`src/sv/circular_double_ended_queue_assert.svh`:
```
// ----------------------------------------------------------------------------
// circular_double_ended_queue assertion macros
// Shorthand for clocked assertions on clk, disabled while rst_n is low.
// ----------------------------------------------------------------------------
`ifndef CIRCULAR_DOUBLE_ENDED_QUEUE_ASSERT_SVH
`define CIRCULAR_DOUBLE_ENDED_QUEUE_ASSERT_SVH

// same-cycle implication
`define CDQ_ASSERT_IMP(lbl, ante, cons, msg) \
  lbl: assert property (@(posedge clk) disable iff (!rst_n) (ante) |-> (cons)) \
    else $error(msg);

// next-cycle implication
`define CDQ_ASSERT_NXT(lbl, ante, cons, msg) \
  lbl: assert property (@(posedge clk) disable iff (!rst_n) (ante) |=> (cons)) \
    else $error(msg);

`endif

```
`src/sv/cdq_pkg.sv`:
```
// ----------------------------------------------------------------------------
// cdq_pkg
// Types and codes shared by the deque and its channel interfaces.
// ----------------------------------------------------------------------------
package cdq_pkg;

  localparam int DEPTH  = 16;
  localparam int CAP_W  = 5;
  localparam int VAL_W  = 32;
  localparam int CMD_W  = 3;
  localparam int STAT_W = 2;

  localparam logic [CMD_W-1:0] CMD_PUSH_FRONT = 3'd0;
  localparam logic [CMD_W-1:0] CMD_PUSH_BACK  = 3'd1;
  localparam logic [CMD_W-1:0] CMD_POP_FRONT  = 3'd2;
  localparam logic [CMD_W-1:0] CMD_POP_BACK   = 3'd3;

  localparam logic [STAT_W-1:0] STAT_OK        = 2'd0;
  localparam logic [STAT_W-1:0] STAT_OVERFLOW  = 2'd1;
  localparam logic [STAT_W-1:0] STAT_UNDERFLOW = 2'd2;

  typedef struct packed {
    logic [CMD_W-1:0]        command;
    logic signed [VAL_W-1:0] push_value;
  } cdq_in_word_t;

  typedef struct packed {
    logic [STAT_W-1:0]       status;
    logic signed [VAL_W-1:0] popped_value;
    logic signed [VAL_W-1:0] front_value;
    logic signed [VAL_W-1:0] back_value;
    logic                    is_empty;
    logic                    is_full;
  } cdq_out_word_t;

endpackage

```
`src/sv/cdq_if.sv`:
```
// ----------------------------------------------------------------------------
// cdq channel interfaces
// Valid/ready channels for command words and result words.
// ----------------------------------------------------------------------------
interface cdq_in_if;
  import cdq_pkg::*;

  logic         valid;
  logic         ready;
  cdq_in_word_t word;

  modport source (output valid, output word, input ready);
  modport sink   (input valid, input word, output ready);
endinterface

interface cdq_out_if;
  import cdq_pkg::*;

  logic          valid;
  logic          ready;
  cdq_out_word_t word;

  modport source (output valid, output word, input ready);
  modport sink   (input valid, input word, output ready);
endinterface

```
`src/sv/circular_double_ended_queue.sv`:
```
// ----------------------------------------------------------------------------
// circular_double_ended_queue
// Double-ended queue over a ring of register slots with a run-time capacity.
// ----------------------------------------------------------------------------
// One command word is taken per cycle unless the result register is stalled,
// and one result word is produced for each; an accepted word passes through
// the command register, then the result register, which is loaded with one
// update of pointers, end-value registers and one slot. The values at both
// ends are held in registers, so each command reads at most one slot. The
// slots come up undefined and need no clearing pass. Capacity is clamped to
// 1..DEPTH and should be changed only while no command is in flight.
`include "circular_double_ended_queue_assert.svh"

module circular_double_ended_queue (
  input  logic                      clk,
  input  logic                      rst_n,
  input  logic                      cfg_we,
  input  logic [cdq_pkg::CAP_W-1:0] cfg_wdata,
  cdq_in_if.sink                    in_s,
  cdq_out_if.source                 out_m
);
  import cdq_pkg::*;

  localparam int IW = (DEPTH > 1) ? $clog2(DEPTH) : 1;
  localparam int CW = (IW + 1 > CAP_W) ? IW + 1 : CAP_W;

  typedef logic [IW-1:0] idx_t;
  typedef logic [CW-1:0] cnt_t;

  function automatic idx_t next_idx(idx_t p, cnt_t n);
    cnt_t pe;
    pe = cnt_t'(p) + cnt_t'(1);
    return (pe >= n) ? '0 : idx_t'(pe);
  endfunction

  function automatic idx_t prev_idx(idx_t p, cnt_t n);
    return (p == '0 || cnt_t'(p) >= n) ? idx_t'(n - cnt_t'(1)) : p - idx_t'(1);
  endfunction

  logic [CAP_W-1:0]        cap_r;
  idx_t                    front_r, front_nxt;
  idx_t                    back_r, back_nxt;
  logic                    empty_r, empty_nxt;
  logic signed [VAL_W-1:0] fval_r, fval_nxt;
  logic signed [VAL_W-1:0] bval_r, bval_nxt;
  logic signed [VAL_W-1:0] slot_r [DEPTH];
  logic                    in_vld_r;
  cdq_in_word_t            in_word_r;
  logic                    out_vld_r;
  cdq_out_word_t           out_word_r, out_word_nxt;

  cnt_t                    ring_sz;
  logic                    proc;
  logic                    full_now;
  idx_t                    rd_addr;
  logic signed [VAL_W-1:0] rd_val;
  logic                    wen;
  idx_t                    waddr;
  logic [STAT_W-1:0]       status;
  logic signed [VAL_W-1:0] popped;

  assign proc       = in_vld_r && (!out_vld_r || out_m.ready);
  assign in_s.ready = !in_vld_r || proc;
  assign out_m.valid = out_vld_r;
  assign out_m.word  = out_word_r;

  always_comb begin
    if (cap_r == '0) begin
      ring_sz = cnt_t'(1);
    end else if (cnt_t'(cap_r) > cnt_t'(DEPTH)) begin
      ring_sz = cnt_t'(DEPTH);
    end else begin
      ring_sz = cnt_t'(cap_r);
    end
  end

  assign full_now = !empty_r && (next_idx(back_r, ring_sz) == front_r);
  assign rd_addr  = (in_word_r.command == CMD_POP_FRONT) ? next_idx(front_r, ring_sz)
                                                         : prev_idx(back_r, ring_sz);
  assign rd_val   = slot_r[rd_addr];

  always_comb begin
    front_nxt = front_r;
    back_nxt  = back_r;
    empty_nxt = empty_r;
    fval_nxt  = fval_r;
    bval_nxt  = bval_r;
    wen       = 1'b0;
    waddr     = '0;
    status    = STAT_OK;
    popped    = '0;
    case (in_word_r.command) inside
      CMD_PUSH_FRONT, CMD_PUSH_BACK: begin
        if (empty_r) begin
          front_nxt = '0;
          back_nxt  = '0;
          empty_nxt = 1'b0;
          wen       = 1'b1;
          fval_nxt  = in_word_r.push_value;
          bval_nxt  = in_word_r.push_value;
        end else if (full_now) begin
          status = STAT_OVERFLOW;
        end else if (in_word_r.command == CMD_PUSH_FRONT) begin
          front_nxt = prev_idx(front_r, ring_sz);
          wen       = 1'b1;
          waddr     = front_nxt;
          fval_nxt  = in_word_r.push_value;
          if (waddr == back_r) begin
            bval_nxt = in_word_r.push_value;
          end
        end else begin
          back_nxt = next_idx(back_r, ring_sz);
          wen      = 1'b1;
          waddr    = back_nxt;
          bval_nxt = in_word_r.push_value;
          if (waddr == front_r) begin
            fval_nxt = in_word_r.push_value;
          end
        end
      end
      CMD_POP_FRONT, CMD_POP_BACK: begin
        if (empty_r) begin
          status = STAT_UNDERFLOW;
        end else begin
          popped = (in_word_r.command == CMD_POP_FRONT) ? fval_r : bval_r;
          if (front_r == back_r) begin
            front_nxt = '0;
            back_nxt  = '0;
            empty_nxt = 1'b1;
          end else if (in_word_r.command == CMD_POP_FRONT) begin
            front_nxt = rd_addr;
            fval_nxt  = rd_val;
          end else begin
            back_nxt = rd_addr;
            bval_nxt = rd_val;
          end
        end
      end
      default: begin
        if (empty_r) begin
          status = STAT_UNDERFLOW;
        end
      end
    endcase
  end

  always_comb begin
    out_word_nxt.status       = status;
    out_word_nxt.popped_value = popped;
    out_word_nxt.front_value  = empty_nxt ? '0 : fval_nxt;
    out_word_nxt.back_value   = empty_nxt ? '0 : bval_nxt;
    out_word_nxt.is_empty     = empty_nxt;
    out_word_nxt.is_full      = !empty_nxt && (next_idx(back_nxt, ring_sz) == front_nxt);
  end

  always_ff @(posedge clk) begin
    if (!rst_n) begin
      cap_r     <= CAP_W'(DEPTH);
      front_r   <= '0;
      back_r    <= '0;
      empty_r   <= 1'b1;
      in_vld_r  <= 1'b0;
      out_vld_r <= 1'b0;
    end else begin
      if (cfg_we) begin
        cap_r <= cfg_wdata;
      end
      if (in_s.ready) begin
        in_vld_r <= in_s.valid;
      end
      if (proc) begin
        out_vld_r <= 1'b1;
        front_r   <= front_nxt;
        back_r    <= back_nxt;
        empty_r   <= empty_nxt;
      end else if (out_m.ready) begin
        out_vld_r <= 1'b0;
      end
    end
  end

  always_ff @(posedge clk) begin
    if (in_s.valid && in_s.ready) begin
      in_word_r <= in_s.word;
    end
    if (proc) begin
      out_word_r <= out_word_nxt;
      fval_r     <= fval_nxt;
      bval_r     <= bval_nxt;
      if (wen) begin
        slot_r[waddr] <= in_word_r.push_value;
      end
    end
  end

  `CDQ_ASSERT_IMP(a_empty_ptrs, empty_r, front_r == '0 && back_r == '0,
                  "empty deque with pointers off zero")
  `CDQ_ASSERT_IMP(a_ovf_full, out_vld_r && out_word_r.status == STAT_OVERFLOW,
                  out_word_r.is_full && !out_word_r.is_empty, "overflow reported while not full")
  `CDQ_ASSERT_IMP(a_flags_excl, out_vld_r, !(out_word_r.is_empty && out_word_r.is_full),
                  "empty and full both set")
  `CDQ_ASSERT_NXT(a_cmd_hold, in_vld_r && !proc, in_vld_r && $stable(in_word_r),
                  "stalled command word lost")

endmodule

```
`src/flat_wrapper.sv`:
```
// flat-port wrapper written by rule: the top's interface ports become plain ports
module circular_double_ended_queue_flat import cdq_pkg::*;
  (clk, rst_n, cfg_we, cfg_wdata, in_s_valid, in_s_word, in_s_ready, out_m_valid, out_m_word, out_m_ready);
  cdq_in_if in_s_i ();
  cdq_out_if out_m_i ();
  input  logic clk;
  input  logic rst_n;
  input  logic cfg_we;
  input  logic [cdq_pkg::CAP_W-1:0] cfg_wdata;
  input wire logic [$bits(in_s_i.valid)-1:0] in_s_valid;
  input wire logic [$bits(in_s_i.word)-1:0] in_s_word;
  output wire logic [$bits(in_s_i.ready)-1:0] in_s_ready;
  output wire logic [$bits(out_m_i.valid)-1:0] out_m_valid;
  output wire logic [$bits(out_m_i.word)-1:0] out_m_word;
  input wire logic [$bits(out_m_i.ready)-1:0] out_m_ready;
  assign in_s_i.valid = in_s_valid;
  assign in_s_i.word = in_s_word;
  assign in_s_ready = in_s_i.ready;
  assign out_m_valid = out_m_i.valid;
  assign out_m_word = out_m_i.word;
  assign out_m_i.ready = out_m_ready;
  circular_double_ended_queue u_core (.clk(clk), .rst_n(rst_n), .cfg_we(cfg_we), .cfg_wdata(cfg_wdata), .in_s(in_s_i), .out_m(out_m_i));
endmodule
```
`config.mk`:
```
export PLATFORM = sky130hd
export DESIGN_NAME = circular_double_ended_queue_flat
export DESIGN_NICKNAME = d
export VERILOG_FILES = /design/src/sv/cdq_pkg.sv /design/src/sv/cdq_if.sv /design/src/sv/circular_double_ended_queue.sv /design/src/flat_wrapper.sv
export VERILOG_INCLUDE_DIRS = /design/src /design/src/sv
export SDC_FILE = /design/constraint.sdc
export NUM_CORES = 1
export LEC_CHECK = 0
export ABC_AREA = 1
export BUFFER_PORTS_ARGS = -buffer_cell sky130_fd_sc_hd__buf_2
export CAP_MARGIN = 10
export CELL_PAD_IN_SITES_DETAIL_PLACEMENT = 1
export CELL_PAD_IN_SITES_GLOBAL_PLACEMENT = 1
export CORE_ASPECT_RATIO = 0.8
export CORE_UTILIZATION = 25
export DETAILED_ROUTE_END_ITERATION = 10
export PLACE_DENSITY_LB_ADDON = 0.1
export SLEW_MARGIN = 0
export SYNTH_ARGS = -nofsm -noshare
export SYNTH_HDL_FRONTEND = slang
export SYNTH_SLANG_ARGS = --single-unit
```
`constraint.sdc`:
```
create_clock -name clk -period 9.1 [get_ports clk]
set_input_delay 1.82 -clock clk [delete_from_list [all_inputs] [get_ports clk]]
set_output_delay 1.82 -clock clk [all_outputs]
set_load 0.01 [all_outputs]
```
==> impl_metrics.toml, run 1 <==
[run_status]
status = "finished, final reports clean"

[final_layout]
mostFrequentLayoutCells = "711 x edfxtp_1, 426 x nand2_1, 320 x a21oi_1"
final_common_cell = "edfxtp_1"
fillerInstances = 13800
multiInputGateArea_um2 = 8460
finish.utilization = 0.296
final_area_um2 = 37300
seq_area_um2 = 21700
nets = 2967
drive_gt1_frac = 0.132
syn_to_final_growth_pct = 16.9

[synthesis]
syn-num-nets = 2863
synth_edf_count = 711
yosys_warnings = 0
syn_area_um2 = 31900
syn_inst = 2791
synth_cell_types = 49
yosys_most_used_dff = "edfxtp_1"
postSynth.asyncResetShare = 0
yosysSeqAreaShare = 0.680
ys_ff_latch = 727
syn_avg_cell_area_um2 = 11.4

[clock_network]
cts_buffers = 89
insertion_delay_ns = 0.68
tritoncts = "built"
postCtsSetupBuffers = 0
clock-sinks = 727
path_clk_slew_ns = 0.06
cts-hold-fix-buffers = 0
clockBufferDepth = 3
cts_root_buf = "clkbuf_16"
cts_resized = 0
htree_levels = 3

[critical_path]
critPathMaxFanout = 9
crit_top_cell = "nand2_1"
crit_slowest_cell = "dfxtp_1"
start_kind = "flip-flop"
reg2reg_setup_slack_ns = 2.86
cp.required_ns = 9.52
reg2regPathDepth = 30
arrival_ns = 6.67
path_class = "flip-flop to flip-flop"
crit_path_max_incr_delay_ns = 0.71
worstSetupStartpoint = "u_core.back_r[0]$_SDFFE_PN0P_"
worstSetupEndpointType = "flip-flop"
r2r-start = "u_core.back_r[0]$_SDFFE_PN0P_"

[global_routing]
grt.met2_usage = 0.263
overflow = 0
grt_max_degree = 151
met1_usage = 0.282
antenna_found_initial = 7
gr-max-usage-layer = "met1"
gr-usage-met3 = 0.0398
grt_pass1_vias = 22700
grt_usage = 0.186
grt_pass1_wl_um = 173000

[sta]
fin_skew_ns = 0.0387
post-route-min-period_ns = 6.24
max_freq_mhz = 160
hold_viol = 0
worst_pin_slew_ns = 1.22
fin_crit_sh = 0.686
layout_setup_ws_ns = 2.86
setup_tns_ns = 0
rsz0062_at_grt = "false"
slew_headroom = 0.187
finalSetupViolCount = 0
slew_violations = 0

[floorplan]
initial_core_util = 0.254
core_um2 = 126000
die_x_um = 401
rows = 116
dieHeight_um = 321
dieArea_um2 = 129000
num_io_pins = 147

[min_path]
holdPathStages = 2
hp-class = "flip-flop to flip-flop"
min-delay-start = "u_core.out_m.valid$_SDFFE_PN0P_"

[detailed_routing]
vias_per_cell = 4.91
drt_iter0_drc = 1764
via_count = 22700
firstDrtPassIters = 5
ant_nets = 0
wl_um = 121000
drt-wirelength-per-cell_um = 26.1
drc = 0

[job]
max_cap_violations = 0

[pwr]
irDropWorstVdd_v = 0.000133
power.leakage_nw = 13.3
p_per_area_nw_per_um2 = 234

[placed_design]
place.detailed.hpwl_um = 69400
gp_congestion = 0.816
io_buffers = 146
post-place-ws_ns = 3.05
placed_cell_area_um2 = 34500
cell type report:
cell class / instances / share of cell area
antenna: 1 / 0.0000672
clock buffer: 101 / 0.0615
clock inverter: 61 / 0.0134
inverter: 292 / 0.0298
multi-input combinational: 1590 / 0.227
sequential: 727 / 0.582
tap: 1652 / 0.0555
timing repair buffer: 195 / 0.0312
flip-flops by register name, indices dropped and copies added (netlist names):
| signal | flops |
|---|---|
| u_core.front_r | 4 |
| u_core.back_r | 4 |
| u_core.cap_r | 5 |
| u_core.fval_r | 32 |
| u_core.out_m.word | 100 |
| u_core.in_word_r | 35 |
| u_core.out_m.valid | 1 |
| u_core.bval_r | 32 |
| u_core.slot_r | 512 |
| u_core.empty_r | 1 |
| u_core.in_vld_r | 1 |
where the power goes:
group	switching (W)	total, W	leakage, nW	internal [W]
clock network	0.00148	0.00349	1.37	0.00200
logic	0.00105	0.00141	5.31	0.000359
registers	0.0000721	0.00383	6.64	0.00375
Yosys cell counts, types with 2 or more instances:
library cell / number / area [µm²]
edfxtp_1: 711 / 21400
nand2_1: 427 / 1600
a21oi_1: 320 / 1600
inv_1: 283 / 1060
o21ai_1: 195 / 976
o21ai_0: 185 / 926
nand3_1: 179 / 896
o221ai_1: 128 / 1120
clkbuf_1: 96 / 360
buf_2: 68 / 340
nor2_1: 54 / 203
ha_1: 27 / 338
dfxtp_1: 16 / 320
xor2_1: 12 / 105
buf_4: 11 / 82.6
nand2_2: 11 / 68.8
nand4_1: 10 / 62.6
inv_2: 7 / 26.3
buf_1: 6 / 22.5
nand3_2: 4 / 40.0
xnor2_1: 4 / 35.0
a211oi_1: 3 / 22.5
nor3_1: 3 / 15.0
a21boi_0: 2 / 15.0
nand2_4: 2 / 22.5
nor2_2: 2 / 12.5
nor2_4: 2 / 22.5
o211ai_1: 2 / 15.0
through the flow:
stage	hold slack (ns)	std cells	power [W]
finish	0.527	4619	0.00872
global route	0.572	4618	0.00908
CTS	0.527	4617	0.00883
detailed placement	0.514	4455	0.00530
global placement	0.503	4455	0.00529
floorplan	0.464	2791	0.00475
metal layers:
metal | part of all wire | wire length (µm)
met2 | 0.41 | 49400
met1 | 0.51 | 61000
met3 | 0.061 | 7340
met5 | 0 | 0
met4 | 0.025 | 3040
critical path, delay by kind of cell, from the launching register on:
kind,cells,cell delay [ns]
buffers and inverters,3,0.60
flip-flops,1,0.71
AO/OA/AOI/OAI,3,0.94
adder cells (fa/ha/maj),4,1.43
XOR/XNOR,1,0.15
AND/OR/NAND/NOR,19,2.17
path summary, 6_finish.rpt:
path / to
worst min register to register: u_core.out_m.valid$_SDFFE_PN0P_
worst max-delay path: u_core.out_m.word[0]$_DFFE_PP_
worst max register to register: u_core.out_m.word[0]$_DFFE_PP_
worst min-delay path: u_core.out_m.valid$_SDFFE_PN0P_
kinds of logic after synthesis:
kind of cell / synth area share
AOI/OAI and AO/OA: 0.151
buffers and inverters: 0.0601
adders and majority gates: 0.0110
xor gates and xnor gates: 0.00440
DFF: 0.680
and+or+nand+nor: 0.0938
Power figures use the tool's default switching activity.
==> inputs of run 2 (changes only) <==
--- a/config.mk
+++ b/config.mk
@@ -6,7 +6,7 @@
 export SDC_FILE = /design/constraint.sdc
 export NUM_CORES = 1
 export LEC_CHECK = 0
-export ABC_AREA = 1
+export ABC_AREA = 0
 export BUFFER_PORTS_ARGS = -buffer_cell sky130_fd_sc_hd__buf_2
 export CAP_MARGIN = 10
 export CELL_PAD_IN_SITES_DETAIL_PLACEMENT = 1
==> constraint.sdc (replaced) <==
create_clock -name clk -period 6.27 [get_ports clk]
set_input_delay 1.254 -clock clk [delete_from_list [all_inputs] [get_ports clk]]
set_output_delay 1.254 -clock clk [all_outputs]
set_load 0.01 [all_outputs]
==> run 2 against run 1 <==
Net effect:
- wire length is 13% lower
- global-route usage shrank 2.0 points
- critical endpoint unchanged
- sequential share of layout area grew 0.26 points
==> impl_metrics.toml, run 2 <==
[critical_path]
crit_top_cell = "ha_1"
crit_path_max_incr_delay_ns = 0.43
path_class = "flip-flop to flip-flop"
cp.required_ns = 6.74
start_kind = "flip-flop"
crit_slowest_cell = "a2111oi_1"
worst-path-buf-inv = 2
cp_cell_sequence = "ha_1 -> xor2_2 -> ha_1 -> a21oi_1 -> o211ai_1 -> a2111oi_2 -> o32ai_2 -> a22oi_2 -> mux2_2 -> and2_1 -> inv_1 -> ha_1 -> inv_1 -> a221oi_1 -> nand3_1 -> ha_1 -> a21oi_1 -> nand2b_1 -> a2111oi_1 -> nor4_2 -> mux2i_1 -> nor4_2"
arrival_ns = 6.27
worstSetupEndpointType = "flip-flop"
critPathMaxFanout = 6
path_delay_family = "compound AO/OA/AOI/OAI gates"

[global_routing]
antenna_found_initial = 3
grt_usage = 0.166
grt_pass1_wl_um = 154000
overflow = 0
grt_max_degree = 95
grt_pass1_vias = 21700

[synthesis]
yosys_warnings = 0
syn_inst = 2597
synth_commonest_cells = "711 x edfxtp_1, 676 x nand2_1, 207 x nor2_1"
synthXorXnorAreaFrac = 0.00585
postSynth.asyncResetShare = 0
synthMuxAreaShare = 0.0165
synth_edf_count = 711
synth.most_common_cell = "edfxtp_1"
synthAdderAreaFrac = 0.0118
yosys_most_used_dff = "edfxtp_1"
synth-simple-area-share = 0.163
synth_cell_types = 75
synth_compound_area_frac = 0.0851
yosys-top-cells-area = "edfxtp_1 68%, nand2_1 8.1%, nor2_1 2.5%"
synth_top_family_by_area = "simple AND/OR/NAND/NOR gates"
yosysTopAreaCellShare = 0.683
syn-num-nets = 2669
synth_largest_area_cell = "edfxtp_1"
syn_area_um2 = 31200
syn_avg_cell_area_um2 = 12.0
ys_ff_latch = 727
yosysSeqAreaShare = 0.694

[sta]
setup_tns_ns = 0
finalSetupViolCount = 0
slew_violations = 0
slew_headroom = 0.152
fin_crit_sh = 0.925
rsz0062_at_grt = "false"
hold_viol = 0
post-route-min-period_ns = 5.80
fin_skew_ns = 0.0267
hold_slack_ns = 0.538
max_freq_mhz = 172
worst_pin_slew_ns = 1.27

[detailed_routing]
drt_iter0_drc = 1289
ant_nets = 0
via_count = 21000
drt-wirelength-per-cell_um = 23.7
wl_um = 106000
drc = 0
firstDrtPassIters = 4
vias_per_cell = 4.72

[pwr]
power.total_w = 0.0121
p_per_area_nw_per_um2 = 326
irDropWorstVdd_v = 0.000207
power.leakage_nw = 13.2

[final_layout]
multiInputGateArea_um2 = 9030
regMostFlops = "u_core.slot_r"
drive_gt1_frac = 0.153
final_area_um2 = 37100
nets = 2818
syn_to_final_growth_pct = 18.7
largest_register_ffs = 512
final_common_cell = "edfxtp_1"
fillerInstances = 13400
mostFrequentLayoutCells = "711 x edfxtp_1, 675 x nand2_1, 190 x nor2_1"
seq_area_um2 = 21700
finish.utilization = 0.300

[clock_network]
clock-sinks = 727
cts_root_buf = "clkbuf_16"
htree_levels = 3
cts_buffers = 84
cts-hold-fix-buffers = 0
clockBufferDepth = 3
tritoncts = "built"
path_clk_slew_ns = 0.07
insertion_delay_ns = 0.68

[job]
max_cap_violations = 0

[placed_design]
place.detailed.hpwl_um = 60400
placed_cell_area_um2 = 34400
gp_congestion = 0.795
io_buffers = 146

[floorplan]
dieArea_um2 = 126000
core_um2 = 123000
num_io_pins = 147
initial_core_util = 0.253
die_x_um = 397
dieHeight_um = 318
rows = 115

[run_status]
status = "finished, final reports clean"

[min_path]
hp-class = "flip-flop to flip-flop"
run 2: layout make-up:
cell class	instances	area share
Antenna cell	1	0.0000675
Clock buffer	102	0.0602
Clock inverter	54	0.0114
Inverter	19	0.00212
Multi-Input combinational cell	1688	0.243
Sequential cell	727	0.584
Tap cell	1638	0.0552
Timing Repair Buffer	226	0.0433
run 2: metal layers:
| layer | up-vias | global-route usage | share of wire |
|---|---|---|---|
| met1 | 10800 | 0.239 | 0.49 |
| met3 | 126 | 0.0224 | 0.032 |
| met2 | 355 | 0.261 | 0.46 |
| li1 | 9762 | - | - |
| met4 | 0 | 0.0407 | 0.021 |
| met5 | - | 0 | 0 |
run 2: per-stage QoR:
stage | cells | setup slack (ns)
floorplan | 2597 | 0.802
global placement | 4298 | 0.449
detailed placement | 4298 | 0.340
CTS | 4454 | 0.242
global route | 4454 | 0.00369
finish | 4455 | 0.469
run 2: cells by family after synthesis:
kind of cell / count (synthesis)
DFF: 727
muxes: 51
AOI/OAI and AO/OA: 398
xor gates and xnor gates: 20
adders and majority gates: 30
buffers and inverters: 182
and+or+nand+nor: 1189
run 2: path summary, 6_finish.rpt:
check,start,endpoint,slack [ns],cells past startpoint
hold reg to reg,u_core.in_vld_r$_SDFFE_PN0N_,u_core.out_m.valid$_SDFFE_PN0P_,0.54,1
setup / recovery,u_core.back_r[0]$_SDFFE_PN0P_,u_core.out_m.word[0]$_DFFE_PP_,0.47,22
hold / removal,u_core.in_vld_r$_SDFFE_PN0N_,u_core.out_m.valid$_SDFFE_PN0P_,0.54,1
setup reg to reg,u_core.back_r[0]$_SDFFE_PN0P_,u_core.out_m.word[0]$_DFFE_PP_,0.47,22
run 2: what timing repair did:
action / 4_1_cts / 5_1_grt
hold endpoints to repair: 0 / 0
resized for setup: 0 / 4
endpoints found under the setup margin: 0 / 1
buffers inserted: 0 / 0
run 2: power breakdown:
part	internal, W	total [W]	switching, W
logic	0.000542	0.00171	0.00116
registers	0.00545	0.00555	0.0000997
clock network	0.00278	0.00484	0.00206
==> inputs of run 3 (changes only) <==
--- a/config.mk
+++ b/config.mk
@@ -7,8 +7,9 @@
 export NUM_CORES = 1
 export LEC_CHECK = 0
 export ABC_AREA = 0
-export BUFFER_PORTS_ARGS = -buffer_cell sky130_fd_sc_hd__buf_2
-export CAP_MARGIN = 10
+export ABC_CLOCK_PERIOD_IN_PS = 6270
+export BUFFER_PORTS_ARGS = -buffer_cell sky130_fd_sc_hd__buf_4
+export CAP_MARGIN = 40
 export CELL_PAD_IN_SITES_DETAIL_PLACEMENT = 1
 export CELL_PAD_IN_SITES_GLOBAL_PLACEMENT = 1
 export CORE_ASPECT_RATIO = 0.8
==> run 3 against run 2 <==
Net effect:
- clock skew shrank 0.0020 ns
- die area did not move
- cell count grew 0.18%
- critical path depth is 2 higher
- maximum frequency shrank 1.2%
- largest cell class unchanged
- worst hold slack worse by 0.010 ns
- power is 0.58% lower
- wire length is essentially flat
- combinational power increased by 2%
- register-to-register slack worse by 0.07 ns
==> impl_metrics.toml, run 3 (synthesis results as in run 2) <==
[placed_design]
place.detailed.hpwl_um = 62800
gp_congestion = 0.800
io_buffers = 146
post-place-ws_ns = 0.219

[pwr]
power.total_w = 0.0120
irDropWorstVdd_v = 0.000184
p_per_area_nw_per_um2 = 320
power.leakage_nw = 13.4

[critical_path]
crit_slowest_cell = "dfxtp_1"
critPathMaxFanout = 6
start_kind = "flip-flop"
path_class = "flip-flop to flip-flop"
worstSetupEndpointType = "flip-flop"
crit_path_max_incr_delay_ns = 0.42
cp.required_ns = 6.76
crit_top_cell = "ha_1"
arrival_ns = 6.36
cp_cell_sequence = "ha_1 -> xor2_2 -> ha_1 -> a21oi_1 -> o211ai_1 -> a2111oi_2 -> o32ai_2 -> a22oi_2 -> mux2_2 -> and2_1 -> inv_1 -> ha_1 -> inv_1 -> a2111oi_1 -> a221oi_2 -> nand3_1 -> ha_1 -> a21oi_1 -> nand2b_1 -> a2111oi_1 -> buf_4 -> nor4_2 -> mux2i_1 -> nor4_2"

[detailed_routing]
wl_um = 105000
vias_per_cell = 4.73
drt-wirelength-per-cell_um = 23.6
ant_nets = 0
via_count = 21100
drc = 0
drt_iter0_drc = 1239
firstDrtPassIters = 5

[global_routing]
antenna_found_initial = 3
grt_pass1_wl_um = 154000
grt_usage = 0.166
grt_max_degree = 121
grt_pass1_vias = 22300
overflow = 0

[sta]
finalSetupViolCount = 0
post-route-min-period_ns = 5.87
slew_headroom = 0.430
fin_skew_ns = 0.0247
layout_setup_ws_ns = 0.401
slew_violations = 0
hold_viol = 0
fin_crit_sh = 0.936
rsz0062_at_grt = "false"
setup_tns_ns = 0
worst_pin_slew_ns = 0.855
max_freq_mhz = 170

[clock_network]
cts_buffers = 85
insertion_delay_ns = 0.67
clock-sinks = 727
cts-hold-fix-buffers = 0
htree_levels = 3
clockBufferDepth = 3
tritoncts = "built"
cts_root_buf = "clkbuf_16"
path_clk_slew_ns = 0.06

[floorplan]
dieHeight_um = 318
dieArea_um2 = 126000
num_io_pins = 147
rows = 115
die_x_um = 397
core_um2 = 123000
initial_core_util = 0.253

[min_path]
hp-class = "flip-flop to flip-flop"

[final_layout]
nets = 2835
largest_register_ffs = 512
syn_to_final_growth_pct = 20.3
final_common_cell = "edfxtp_1"
mostFrequentLayoutCells = "711 x edfxtp_1, 675 x nand2_1, 214 x buf_4"
diodes = 0
regMostFlops = "u_core.slot_r"
fillerInstances = 13400
drive_gt1_frac = 0.156

[run_status]
status = "finished, final reports clean"

[job]
max_cap_violations = 0
## run 3: cell count changes in the layout (fill, tap and decap cells not counted), sizes merged
cell | before | now
buf | 226 | 242
bufinv | 6 | 3
diode | 1 | 0
clkbuf | 102 | 116
clkinv | 43 | 25
## run 3: layout make-up
cell class / count / area (µm²) / area share
inverter: 19 / 78.8 / 0.00210
sequential: 727 / 21700 / 0.576
timing repair buffer: 242 / 2170 / 0.0576
tap: 1638 / 2050 / 0.0545
clock inverter: 33 / 255 / 0.00679
multi-input combinational: 1688 / 9040 / 0.240
clock buffer: 116 / 2340 / 0.0622
## run 3: repair_timing
action	CTS	global route
resized for setup	0	6
setup endpoints to repair	0	1
buffers inserted	0	0
## run 3: report_power, final
| group | internal, W | leakage [nW] | total (W) | switching [W] |
|---|---|---|---|---|
| logic | 0.000578 | 5.48 | 0.00175 | 0.00117 |
| clock network | 0.00272 | 1.25 | 0.00473 | 0.00201 |
| registers | 0.00545 | 6.64 | 0.00555 | 0.000100 |
## run 3: path summary, 6_finish.rpt
path,startpoint,endpoint,slack [ns],depth (start not counted)
max,u_core.back_r[0]$_SDFFE_PN0P_,u_core.out_m.word[0]$_DFFE_PP_,0.40,24
min,u_core.in_vld_r$_SDFFE_PN0N_,u_core.out_m.valid$_SDFFE_PN0P_,0.53,1
max reg2reg,u_core.back_r[0]$_SDFFE_PN0P_,u_core.out_m.word[0]$_DFFE_PP_,0.40,24
min reg2reg,u_core.in_vld_r$_SDFFE_PN0N_,u_core.out_m.valid$_SDFFE_PN0P_,0.53,1
## run 3: metal layers
metal / part of all wire / global-route usage / up-vias
met4: 0.022 / 0.0409 / 0
met5: 0 / 0 / -
li1: - / - / 9793
met2: 0.46 / 0.269 / 339
met3: 0.033 / 0.0267 / 132
met1: 0.49 / 0.232 / 10900
## run 3: critical path: cells and delay by family, from the launching register on
family          cells  cell delay (ns)
simple gates        5             1.07
flops               1             0.42
buf+inv             3             0.46
fa+ha+maj           4             0.97
compound gates      9             2.01
xor+xnor            1             0.26
mux                 2             0.49
## run 3: stage by stage
| stage | utilization | instance area [µm²] | std cells | hold slack (ns) |
|---|---|---|---|---|
| finish | 0.305 | 37600 | 4463 | 0.528 |
| global route | 0.305 | 37600 | 4463 | 0.573 |
| CTS | 0.304 | 37600 | 4463 | 0.532 |
| detailed placement | 0.283 | 35000 | 4314 | 0.523 |
| global placement | 0.282 | 34800 | 4306 | 0.506 |
| floorplan | - | 31200 | 2597 | 0.486 |
